## src/sv/mrbm_pkg.sv

```systemverilog
// ----------------------------------------------------------------------------
// Maximal rectangle package
// Sizes, codes and types used by the maximal rectangle block.
// ----------------------------------------------------------------------------
package mrbm_pkg;

  localparam int MAX_COLS = 64;
  localparam int MAX_ROWS = 1024;

  localparam int CW      = (MAX_COLS > 1) ? $clog2(MAX_COLS) : 1;
  localparam int CNTW    = $clog2(MAX_COLS + 1);
  localparam int HW      = $clog2(MAX_ROWS + 1);
  localparam int PW      = HW + CNTW;
  localparam int AREA_W  = 17;
  localparam int CFG_W   = 7;
  localparam int IN_DW   = 8;
  localparam int OUT_DW  = ((2 * AREA_W + 7) / 8) * 8;

  localparam logic [AREA_W-1:0] AREA_MAX     = '1;
  localparam logic [CFG_W-1:0]  NUM_COLS_RST = CFG_W'(MAX_COLS);

  typedef enum logic [4:0] {
    ST_IDLE  = 5'b00001,
    ST_HGT   = 5'b00010,
    ST_RDTOP = 5'b00100,
    ST_TOP   = 5'b01000,
    ST_FIN   = 5'b10000
  } state_e;

  typedef struct packed {
    logic [CW-1:0] idx;
    logic [CW-1:0] left;
    logic [HW-1:0] hgt;
  } stk_entry_t;

endpackage

```

## src/sv/maximal_rectangle_binary_matrix.sv

```systemverilog
// ----------------------------------------------------------------------------
// Maximal rectangle in a binary matrix
// Histogram-and-stack search for the largest all-ones rectangle.
// ----------------------------------------------------------------------------
// Cells arrive on the s_axis channel in row-major order, one request per
// cell: tdata bit 0 is the cell value and tlast marks the final cell of the
// matrix. The cfg channel sets the number of columns per row (0 acts as 1).
// At the end of each row one result leaves on m_axis with that row's best
// area, the running best area and, in tlast, the end-of-matrix flag.
// A cell passes through ST_HGT, ST_RDTOP and ST_TOP; ST_TOP pops one stack
// entry at a time, as set by the single stack read port and the one
// multiply-compare unit that scores each popped bar. A row-ending cell
// then goes back to ST_RDTOP, pops every entry left on the stack and loads
// the result in ST_FIN. Pops are bounded by the pushes.
// The result sits in an output register; while m_axis stalls, the next
// cells are still taken until another row result is due.
// Reset and the final cell clear all heights, the stack and the running
// best; the column register keeps its value after the final cell.
// ----------------------------------------------------------------------------
module maximal_rectangle_binary_matrix (
  input  logic                             clk_i,
  input  logic                             rst_ni,
  input  logic                             cfg_valid_i,
  output logic                             cfg_ready_o,
  input  logic [mrbm_pkg::CFG_W-1:0]       cfg_data_i,     // num_cols
  input  logic                             s_axis_tvalid,
  output logic                             s_axis_tready,
  input  logic [mrbm_pkg::IN_DW-1:0]       s_axis_tdata,   // cell_req, zero fill
  input  logic                             s_axis_tlast,
  output logic                             m_axis_tvalid,
  input  logic                             m_axis_tready,
  output logic [mrbm_pkg::OUT_DW-1:0]      m_axis_tdata,   // row_area, best_area, zero fill
  output logic                             m_axis_tlast
);

  mrbm_pkg::state_e state_q, state_d;

  logic [mrbm_pkg::CFG_W-1:0]  num_cols_q;
  logic [mrbm_pkg::CNTW-1:0]   ncols_q, ncols_d;
  logic [mrbm_pkg::CW-1:0]     col_pos_q, col_pos_d;
  logic [mrbm_pkg::CNTW-1:0]   count_q, count_d;
  logic [mrbm_pkg::AREA_W-1:0] row_best_q, row_best_d;
  logic [mrbm_pkg::AREA_W-1:0] best_q, best_d;
  logic [mrbm_pkg::HW-1:0]     h_q, h_d;
  logic                        cell_q, cell_d;
  logic                        last_q, last_d;
  logic                        flush_q, flush_d;
  logic [mrbm_pkg::MAX_COLS-1:0] vld_q, vld_d;

  logic                        out_valid_q, out_valid_d;
  logic [mrbm_pkg::AREA_W-1:0] out_row_q, out_row_d;
  logic [mrbm_pkg::AREA_W-1:0] out_best_q, out_best_d;
  logic                        out_final_q, out_final_d;

  logic                        h_we;
  logic [mrbm_pkg::HW-1:0]     h_rdata;
  logic [mrbm_pkg::HW-1:0]     h_prev;

  logic                        stk_we;
  logic [mrbm_pkg::CW-1:0]     stk_waddr;
  logic [mrbm_pkg::CW-1:0]     stk_raddr;
  mrbm_pkg::stk_entry_t        stk_wdata;
  mrbm_pkg::stk_entry_t        stk_top;

  logic                        in_acc;
  logic                        end_row;
  logic                        pop;
  logic                        emit;
  logic [mrbm_pkg::CNTW-1:0]   right;
  logic [mrbm_pkg::CNTW-1:0]   wid;
  logic [mrbm_pkg::PW-1:0]     prod;
  logic [mrbm_pkg::AREA_W-1:0] area;

  assign cfg_ready_o   = 1'b1;
  assign s_axis_tready = (state_q == mrbm_pkg::ST_IDLE);
  assign in_acc        = s_axis_tvalid && s_axis_tready;

  assign m_axis_tvalid = out_valid_q;
  assign m_axis_tlast  = out_final_q;
  assign m_axis_tdata  = {(mrbm_pkg::OUT_DW - 2 * mrbm_pkg::AREA_W)'(0), out_best_q, out_row_q};

  assign end_row = last_q || ((mrbm_pkg::CNTW'(col_pos_q) + 1'b1) >= ncols_q);
  assign h_prev  = vld_q[col_pos_q] ? h_rdata : '0;

  assign pop   = (count_q != '0) && (flush_q || (stk_top.hgt >= h_q));
  assign right = flush_q ? mrbm_pkg::CNTW'(col_pos_q) + 1'b1 : mrbm_pkg::CNTW'(col_pos_q);
  assign wid   = right - mrbm_pkg::CNTW'(stk_top.left);
  assign prod  = mrbm_pkg::PW'(stk_top.hgt) * mrbm_pkg::PW'(wid);
  assign area  = (32'(prod) > 32'(mrbm_pkg::AREA_MAX)) ? mrbm_pkg::AREA_MAX
                                                        : mrbm_pkg::AREA_W'(prod);
  assign emit  = !out_valid_q || m_axis_tready;

  assign h_we      = (state_q == mrbm_pkg::ST_HGT);
  assign stk_raddr = mrbm_pkg::CW'(count_d - 1'b1);
  assign stk_waddr = mrbm_pkg::CW'(count_q);

  always_comb begin
    stk_wdata.idx  = col_pos_q;
    stk_wdata.left = (count_q != '0) ? stk_top.idx + 1'b1 : '0;
    stk_wdata.hgt  = h_q;
  end

  always_comb begin
    state_d     = state_q;
    ncols_d     = ncols_q;
    col_pos_d   = col_pos_q;
    count_d     = count_q;
    row_best_d  = row_best_q;
    best_d      = best_q;
    h_d         = h_q;
    cell_d      = cell_q;
    last_d      = last_q;
    flush_d     = flush_q;
    vld_d       = vld_q;
    stk_we      = 1'b0;
    out_valid_d = out_valid_q && !m_axis_tready;
    out_row_d   = out_row_q;
    out_best_d  = out_best_q;
    out_final_d = out_final_q;

    unique case (state_q)
      mrbm_pkg::ST_IDLE: begin
        if (in_acc) begin
          cell_d  = s_axis_tdata[0];
          last_d  = s_axis_tlast;
          flush_d = 1'b0;
          if (num_cols_q == '0) begin
            ncols_d = mrbm_pkg::CNTW'(1);
          end else if (num_cols_q > mrbm_pkg::CFG_W'(mrbm_pkg::MAX_COLS)) begin
            ncols_d = mrbm_pkg::CNTW'(mrbm_pkg::MAX_COLS);
          end else begin
            ncols_d = mrbm_pkg::CNTW'(num_cols_q);
          end
          state_d = mrbm_pkg::ST_HGT;
        end
      end
      mrbm_pkg::ST_HGT: begin
        if (!cell_q) begin
          h_d = '0;
        end else if (h_prev < mrbm_pkg::HW'(mrbm_pkg::MAX_ROWS)) begin
          h_d = h_prev + 1'b1;
        end else begin
          h_d = h_prev;
        end
        vld_d[col_pos_q] = 1'b1;
        state_d = mrbm_pkg::ST_RDTOP;
      end
      mrbm_pkg::ST_RDTOP: begin
        state_d = mrbm_pkg::ST_TOP;
      end
      mrbm_pkg::ST_TOP: begin
        if (pop) begin
          count_d = count_q - 1'b1;
          if (area > row_best_q) begin
            row_best_d = area;
          end
        end else if (!flush_q) begin
          if (count_q < mrbm_pkg::CNTW'(mrbm_pkg::MAX_COLS)) begin
            stk_we  = 1'b1;
            count_d = count_q + 1'b1;
          end
          if (end_row) begin
            flush_d = 1'b1;
            state_d = mrbm_pkg::ST_RDTOP;
          end else begin
            col_pos_d = col_pos_q + 1'b1;
            state_d   = mrbm_pkg::ST_IDLE;
          end
        end else begin
          state_d = mrbm_pkg::ST_FIN;
        end
      end
      mrbm_pkg::ST_FIN: begin
        if (emit) begin
          out_valid_d = 1'b1;
          out_row_d   = row_best_q;
          out_best_d  = (row_best_q > best_q) ? row_best_q : best_q;
          out_final_d = last_q;
          best_d      = last_q ? '0 : out_best_d;
          row_best_d  = '0;
          count_d     = '0;
          col_pos_d   = '0;
          if (last_q) begin
            vld_d = '0;
          end
          state_d = mrbm_pkg::ST_IDLE;
        end
      end
      default: begin
        state_d = mrbm_pkg::ST_IDLE;
      end
    endcase
  end

  always_ff @(posedge clk_i or negedge rst_ni) begin
    if (!rst_ni) begin
      state_q     <= mrbm_pkg::ST_IDLE;
      num_cols_q  <= mrbm_pkg::NUM_COLS_RST;
      col_pos_q   <= '0;
      count_q     <= '0;
      row_best_q  <= '0;
      best_q      <= '0;
      flush_q     <= 1'b0;
      vld_q       <= '0;
      out_valid_q <= 1'b0;
    end else begin
      state_q     <= state_d;
      if (cfg_valid_i && cfg_ready_o) begin
        num_cols_q <= cfg_data_i;
      end
      col_pos_q   <= col_pos_d;
      count_q     <= count_d;
      row_best_q  <= row_best_d;
      best_q      <= best_d;
      flush_q     <= flush_d;
      vld_q       <= vld_d;
      out_valid_q <= out_valid_d;
    end
  end

  always_ff @(posedge clk_i) begin
    ncols_q     <= ncols_d;
    h_q         <= h_d;
    cell_q      <= cell_d;
    last_q      <= last_d;
    out_row_q   <= out_row_d;
    out_best_q  <= out_best_d;
    out_final_q <= out_final_d;
  end

  mrbm_ram #(
    .WIDTH (mrbm_pkg::HW),
    .DEPTH (mrbm_pkg::MAX_COLS)
  ) u_hgt_ram (
    .clk_i   (clk_i),
    .we_i    (h_we),
    .waddr_i (col_pos_q),
    .wdata_i (h_d),
    .raddr_i (col_pos_q),
    .rdata_o (h_rdata)
  );

  mrbm_ram #(
    .WIDTH ($bits(mrbm_pkg::stk_entry_t)),
    .DEPTH (mrbm_pkg::MAX_COLS)
  ) u_stk_ram (
    .clk_i   (clk_i),
    .we_i    (stk_we),
    .waddr_i (stk_waddr),
    .wdata_i (stk_wdata),
    .raddr_i (stk_raddr),
    .rdata_o (stk_top)
  );

  a_stack_bound: assert property (@(posedge clk_i) disable iff (!rst_ni)
    count_q <= mrbm_pkg::CNTW'(mrbm_pkg::MAX_COLS))
    else $error("stack count exceeds the column count");

  a_busy_after_accept: assert property (@(posedge clk_i) disable iff (!rst_ni)
    in_acc |=> !s_axis_tready)
    else $error("new cell accepted while the previous one is in work");

  a_best_covers_row: assert property (@(posedge clk_i) disable iff (!rst_ni)
    m_axis_tvalid |-> (out_best_q >= out_row_q))
    else $error("running best below the row area");

  a_final_clears: assert property (@(posedge clk_i) disable iff (!rst_ni)
    (state_q == mrbm_pkg::ST_FIN && emit && last_q)
      |=> (best_q == '0 && vld_q == '0 && col_pos_q == '0))
    else $error("state not cleared after the final cell");

endmodule

```

## src/sv/mrbm_ram.sv

```systemverilog
// ----------------------------------------------------------------------------
// Generic RAM
// One write port and one read port with registered read data.
// ----------------------------------------------------------------------------
module mrbm_ram #(
  parameter int WIDTH = 8,
  parameter int DEPTH = 64
) (
  input  logic                                    clk_i,
  input  logic                                    we_i,
  input  logic [((DEPTH > 1) ? $clog2(DEPTH) : 1)-1:0] waddr_i,
  input  logic [WIDTH-1:0]                        wdata_i,
  input  logic [((DEPTH > 1) ? $clog2(DEPTH) : 1)-1:0] raddr_i,
  output logic [WIDTH-1:0]                        rdata_o
);

  logic [WIDTH-1:0] mem [DEPTH];

  always_ff @(posedge clk_i) begin
    if (we_i) begin
      mem[waddr_i] <= wdata_i;
    end
    rdata_o <= mem[raddr_i];
  end

endmodule
```

## config.mk

```make
export PLATFORM = sky130hd
export DESIGN_NAME = maximal_rectangle_binary_matrix
export DESIGN_NICKNAME = d
export VERILOG_FILES = /design/src/sv/mrbm_pkg.sv /design/src/sv/maximal_rectangle_binary_matrix.sv /design/src/sv/mrbm_ram.sv
export SDC_FILE = /design/constraint.sdc
export NUM_CORES = 2
export LEC_CHECK = 0
export BUFFER_PORTS_ARGS = -buffer_cell sky130_fd_sc_hd__buf_4
export CORE_MARGIN = 10
export CORE_UTILIZATION = 55
export CTS_BUF_LIST = sky130_fd_sc_hd__clkbuf_4 sky130_fd_sc_hd__clkbuf_8 sky130_fd_sc_hd__clkbuf_16
export DETAILED_ROUTE_END_ITERATION = 7
export HOLD_SLACK_MARGIN = 0.02
export PLACE_DENSITY_LB_ADDON = 0.12
export SLEW_MARGIN = 20
export SYNTH_ARGS = -nofsm -noshare
export SYNTH_HDL_FRONTEND = slang
export SYNTH_SLANG_ARGS = --single-unit
```

## constraint.sdc

```tcl
create_clock -name clk_i -period 14.8 [get_ports clk_i]
set_input_delay 0.74 -clock clk_i [delete_from_list [all_inputs] [get_ports clk_i]]
set_output_delay 0.74 -clock clk_i [all_outputs]
set_load 0.05 [all_outputs]
```

# Yosys cells after proc, flatten, opt, wreduce, memory -nomap -nowiden
# Memory sizes are Yosys's and may differ from the RTL's. A register that Yosys moved wholly into a read port is not among the register bits.
# Index checks and enable logic that the tools add are counted.
# classes
eq_ne	13
addsub	8
mux	52
reduce_logical	22
bitwise_logic	1
n_lt_le_gt_ge	10
mul	1
# op_table
op	count
two-way mux 64 bit	2
case mux 64 bit (2 select lines)	1
two-way mux 17 bit	6
OR 64 bit	1
two-way mux 11 bit	4
two-way mux 7 bit	6
> comparator 17 bit	2
case mux 17 bit (2 select lines)	1
two-way mux 6 bit	5
case mux 5 bit (5 select lines)	1
two-way mux 5 bit	4
> comparator 18 x 17 -> 1 bit, second input constant	1
multiplier 11 x 7 -> 18 bit	1
two-way mux 1 bit	16
inequality test 2 bit, second input constant	7
case mux 7 bit (2 select lines)	1
adder 6 x 1 -> 6 bit, second input constant	2
case mux 6 bit (2 select lines)	1
adder 11 x 1 -> 11 bit, second input constant	1
greater-or-equal comparator 11 bit	1
less-than comparator 11 bit, second input constant	1
AND reduction 3 bit	3
adder 6 x 1 -> 7 bit, second input constant	1
adder 7 x 1 -> 7 bit, second input constant	1
other kinds (28)	37
# totals
word_cells	126
input_bits	21
reg_bits	180
ram_bits	2176
out_inout_bits	44
n_memories	2
# mem_list
memory	depth	word_bits	read_ports	rd_ports_with_merged_regs	wr	line_no	source
u_stk_ram.mem	64	23	1	1	1	mrbm_ram.sv:17	logic [WIDTH-1:0] mem [DEPTH];
u_hgt_ram.mem	64	11	1	1	1	mrbm_ram.sv:17	

# Longest topological paths before layout
# depth
ltp_word	10
ltp_mapped	47
ltp_nobuf	42

# Hierarchy
# A second synthesis with hierarchy kept.
# unflattened
hier_cells	5082
hier_area_um2	96679.0
# modules_own_cells
module	area_per_inst_um2	instances	cells_each	seq_area_each_um2
mrbm_ram at u_stk_ram	56720.6	1	2446	44662.8
mrbm_ram at u_hgt_ram	27486.4	1	1279	21360.5
maximal_rectangle_binary_matrix	12472.0	1	1357	4672.0

# Least setup slack after synthesis
# Ideal clock, no wire load.
# synth_timing
path_kind	register to register
from	register col_pos_q[1] (netlist name)
to	register row_best_q[10] (netlist name)
setup_time_ns	0.146
synth_period_minus_slack_ns	10.397
path_buffers	7
t_required_ns	14.654
stages_incl_launch_ff	48
arrival_time_ns	10.250
path_slack_ns	4.403
path_cell_list	dfrtp_1 clkbuf_1 clkinv_1 nor2_1 clkbuf_1 clkbuf_1 buf_1 nand2_1 xnor2_1 ha_1 a21oi_1 o21bai_1 a21oi_1 xnor2_1 clkbuf_1 and2_1 fa_1 inv_1 [12 not listed] a21oi_1 xnor2_1 clkbuf_1 nor2_1 inv_1 ha_1 nor2b_1 o21a_1 o21a_1 o21a_1 o21a_1 o21a_1 o21a_1 o21a_1 o21ai_0 a21oi_1 clkbuf_1 mux2i_1
# synth_via
elab_chain_len	9
elab_cells_between_ends	12
cone_classes	add/sub: 2; mul: 1; order compare: 2; eq/ne: 1; mux: 5; reduce/logical: 1
# synth_lines
element	line_no	source
start, declared	maximal_rectangle_binary_matrix.sv:40	logic [mrbm_pkg::CW-1:0] col_pos_q, col_pos_d;
start signal, assigned	maximal_rectangle_binary_matrix.sv:211	col_pos_q <= col_pos_d;
adder 6 x 1 -> 7 bit	maximal_rectangle_binary_matrix.sv:86	assign right = flush_q ? mrbm_pkg::CNTW'(col_pos_q) + 1'b1 : mrbm_pkg::CNTW'(col_pos_q);
two-way mux 7 bit *	maximal_rectangle_binary_matrix.sv:86	
subtractor 7 x 6 -> 7 bit *	maximal_rectangle_binary_matrix.sv:87	assign wid = right - mrbm_pkg::CNTW'(stk_top.left);
multiplier 11 x 7 -> 18 bit *	maximal_rectangle_binary_matrix.sv:88	assign prod = mrbm_pkg::PW'(stk_top.hgt) * mrbm_pkg::PW'(wid);
> comparator 18 x 17 -> 1 bit	maximal_rectangle_binary_matrix.sv:89	assign area = (32'(prod) > 32'(mrbm_pkg::AREA_MAX)) ? mrbm_pkg::AREA_MAX
two-way mux 17 bit *	maximal_rectangle_binary_matrix.sv:89	
> comparator 17 bit or two-way mux 17 bit (tied branches)	maximal_rectangle_binary_matrix.sv:154	if (area > row_best_q) begin
inequality test 2 bit (no line) or two-way mux 17 bit (tied branches)	-	
AND reduction 4 bit (no line) or case mux 17 bit (2 select lines) (tied branches)	-	
end signal, assigned	maximal_rectangle_binary_matrix.sv:213	row_best_q <= row_best_d;
end, declared	maximal_rectangle_binary_matrix.sv:42	logic [mrbm_pkg::AREA_W-1:0] row_best_q, row_best_d;
# Every way passes the cells marked *; elsewhere a longest branch is shown, timed or not. The select of a mux whose other input is x is not followed.
# A chain may end at the register's enable or synchronous reset.

# Worst setup path after layout
# layout_timing
from	register col_pos_q[1] (netlist name)
to	register row_best_q[14] (netlist name)
# Same word-level chain as after synthesis.

==> run metrics <==
async set or reset register ratio after synthesis 5.23%; crit-path max FO 81; synthesized area 0.0947 mm2; via count 49851; Hold Path Sink num_cols_q[0]; Area growth syn-to-layout 12.0%; clock skew 0.0518 ns; Initial Util 55.3%; Yosys cell types 74; slowest CP cell xor2_1; Worst path most repeated cell o21a_1; unrepaired setup endpoints after global routing false; Max-cap violations 0; DR WL/cell 29.7 um; Hold Path Class in -> reg; TNS Setup 0 ns; largest area contributor in the netlist edfxtp_1; Synth top area share 70.4%; Ys Warns 0; largest net degree at the start of global routing 120; CTS sink cnt 2390; max frequency 100 MHz; root buf cell clkbuf_16; 1st-pass router iterations 6; DRT antenna net count 0; Tot GR Track Use 24.4%; clock buffer count from CTS 231; fin nets 5519; sequential share of the synthesized area 74.6%; initial antenna violation count 5; startpoint types flip-flop; minimum setup slack among reg-to-reg paths 4.82 ns; syn avg cell area 18.3 um2; DP HPWL 131000 um; Largest delay share family, worst path adder cells; H-tree depth 4; n_diodes 0; ys flop type edfxtp_1; final WL 233000 um; run status finished clean; Max Slew Vio Count 0; Synth area leaders edfxtp_1 (70%), mux4_2 (9.4%), dfrtp_1 (3.2%); Post-synth EDFFs 2220; Data arrival, critical path 10.75 ns; GR Overflow Total 0; worst slew pin tran 1.20 ns; peak supply drop 0.000127 V; leak pwr 32.9 nW; Vias/cell 6.34; crit share post-route 67.5%; Die Y 435 um; Setup Viol. Count Final 0; CTS Hold Buffers Added 3; Register-to-Register Path Depth 41; Place WS 4.84 ns; Die ar. 0.189 mm2; Std-Cell Rows 152; Final Hold Vio Count 0; Critical path buffers and inverters 7; Setup Buffers After CTS 0; clock latency on the worst-skew pair 0.88 ns; post-route minimum period 9.98 ns; final worst slack 4.82 ns; Initial DRC Count 5744; Die Width 435 um; Worst Setup SP col_pos_q[1]; slowest stage delay, CP 0.74 ns; PortBufs 50; fraction of layout cells with a size suffix above 1 21.0%; TritonCTS clock tree done; worst rel slew slack 19.4%; drt drc 0; Yosys reg bits 2390; min-delay src cfg_data_i[0]; CORE AREA 0.171 mm2; cells after synthesis 5169; I/O pins 65; vias in the first global route 49926; Clock Tree Buf Depth 3; Pwr Density 122 mW/mm2; hold path depth 2; GPL Wtd Cong 0.830; Crit Path Class reg -> reg; CP required 15.57 ns; Reg-to-Reg End row_best_q[14]; RR Startpoint col_pos_q[1]; Resize count post-CTS 0; Clock Pin Slew Worst Setup and Hold Paths 0.06 ns; first-pass GRT wire length 345000 um; Worst Setup End Kind flip-flop
[layout by cell type, fill, tap and decap left out, types with 64 or more instances in the layout]
cell type,instances
mux2i_1,79
ha_1,99
buf_4,233
mux4_2,396
edfxtp_1,2220
clkbuf_16,232
dfrtp_1,117
a22oi_1,297
inv_1,161
clkinv_1,64
nand3_1,158
nor2_1,192
clkbuf_4,68
nand2_1,196
a21oi_1,130
[where the power goes]
group | internal [W] | switching (W)
registers | 0.00727 | 0.00000174
logic | 0.00000548 | 0.0000130
clock network | 0.00320 | 0.00247
total | 0.0105 | 0.00249
[cells in the mapped netlist, types with 20 or more instances]
cell type,number
fa_1,45
buf_2,25
nor3_1,20
o21ai_0,34
nor2b_1,28
a221oi_1,40
a211oi_1,30
inv_1,161
dfxtp_1,45
nor2_1,283
nand2_1,196
edfxtp_1,2220
nand4_1,63
mux4_2,396
dfrtp_1,123
a32oi_1,23
a22o_1,55
a22oi_1,297
clkbuf_1,194
buf_4,35
o211ai_1,25
xnor2_1,34
a21o_1,27
nand3_1,158
a31oi_1,35
a41oi_1,32
ha_1,100
buf_1,29
mux2i_1,79
a21oi_1,131
and2_1,42
[cells by family (layout without fill, tap and decap cells)]
family	Yosys count	count (layout)	share of synthesized area [%]
simple gates	866	866	4.25
fa+ha+maj	145	145	2.27
compound gates	772	772	5.89
other cells	2	7	0.00793
flops	2390	2390	74.6
mux	488	488	10.4
xor+xnor	46	46	0.445
buf+inv	460	835	2.09
[flip-flops by register name (all words and copies together) (netlist names), 17 cells and up]
register / cells
vld_q: 64
out_best_q: 17
out_row_q: 17
u_stk_ram.rdata_o: 23
best_q: 17
row_best_q: 17
u_hgt_ram.mem: 704
u_stk_ram.mem: 1472
[metal layers]
metal  part of all wire, %  up-vias  GRT usage (%)  wire length (um)
li1                      -    21214              -                 -
met1                    41    26167           35.0             95700
met2                    48     2121           38.8            113000
met3                   7.6      349           3.94             17600
met4                   3.2        0           7.84              7400
met5                     0        -              0                 0
[how the worst max path moves through the flow]
stage,end,slack (ns),cells past startpoint
global route,row_best_q[15],4.12,41
CTS,row_best_q[15],4.80,41
global placement,row_best_q[14],4.99,43
floorplan,row_best_q[10],4.40,47
detailed placement,row_best_q[15],4.84,41
finish,row_best_q[14],4.82,41
[cell type report]
| cell class | instances | area (um2) |
|---|---|---|
| Sequential cell | 2390 | 70700 |
| Fill cell | 12162 | 65200 |
| Multi-Input combinational cell | 2324 | 22700 |
| Clock buffer | 304 | 6370 |
| Tap cell | 2310 | 2890 |
| Timing Repair Buffer | 241 | 1890 |
| Clock inverter | 125 | 940 |
| Inverter | 165 | 627 |
[metrics by stage]
step           hold slack [ns]  instance area (um2)  power [W]  utilization (%)  std cells
6_report                0.0917               106000     0.0130             61.9       7859
4_1_cts                 0.0356               106000     0.0130             61.9       7858
3_3_place_gp             0.472                98700    0.00744             57.6       7426
2_1_floorplan            0.444                94700    0.00743                -       5174
3_5_place_dp             0.472                98700    0.00744             57.6       7426
5_1_grt                 0.0630               106000     0.0133             61.9       7859
Note: power is estimated with default switching activity, not from simulation.
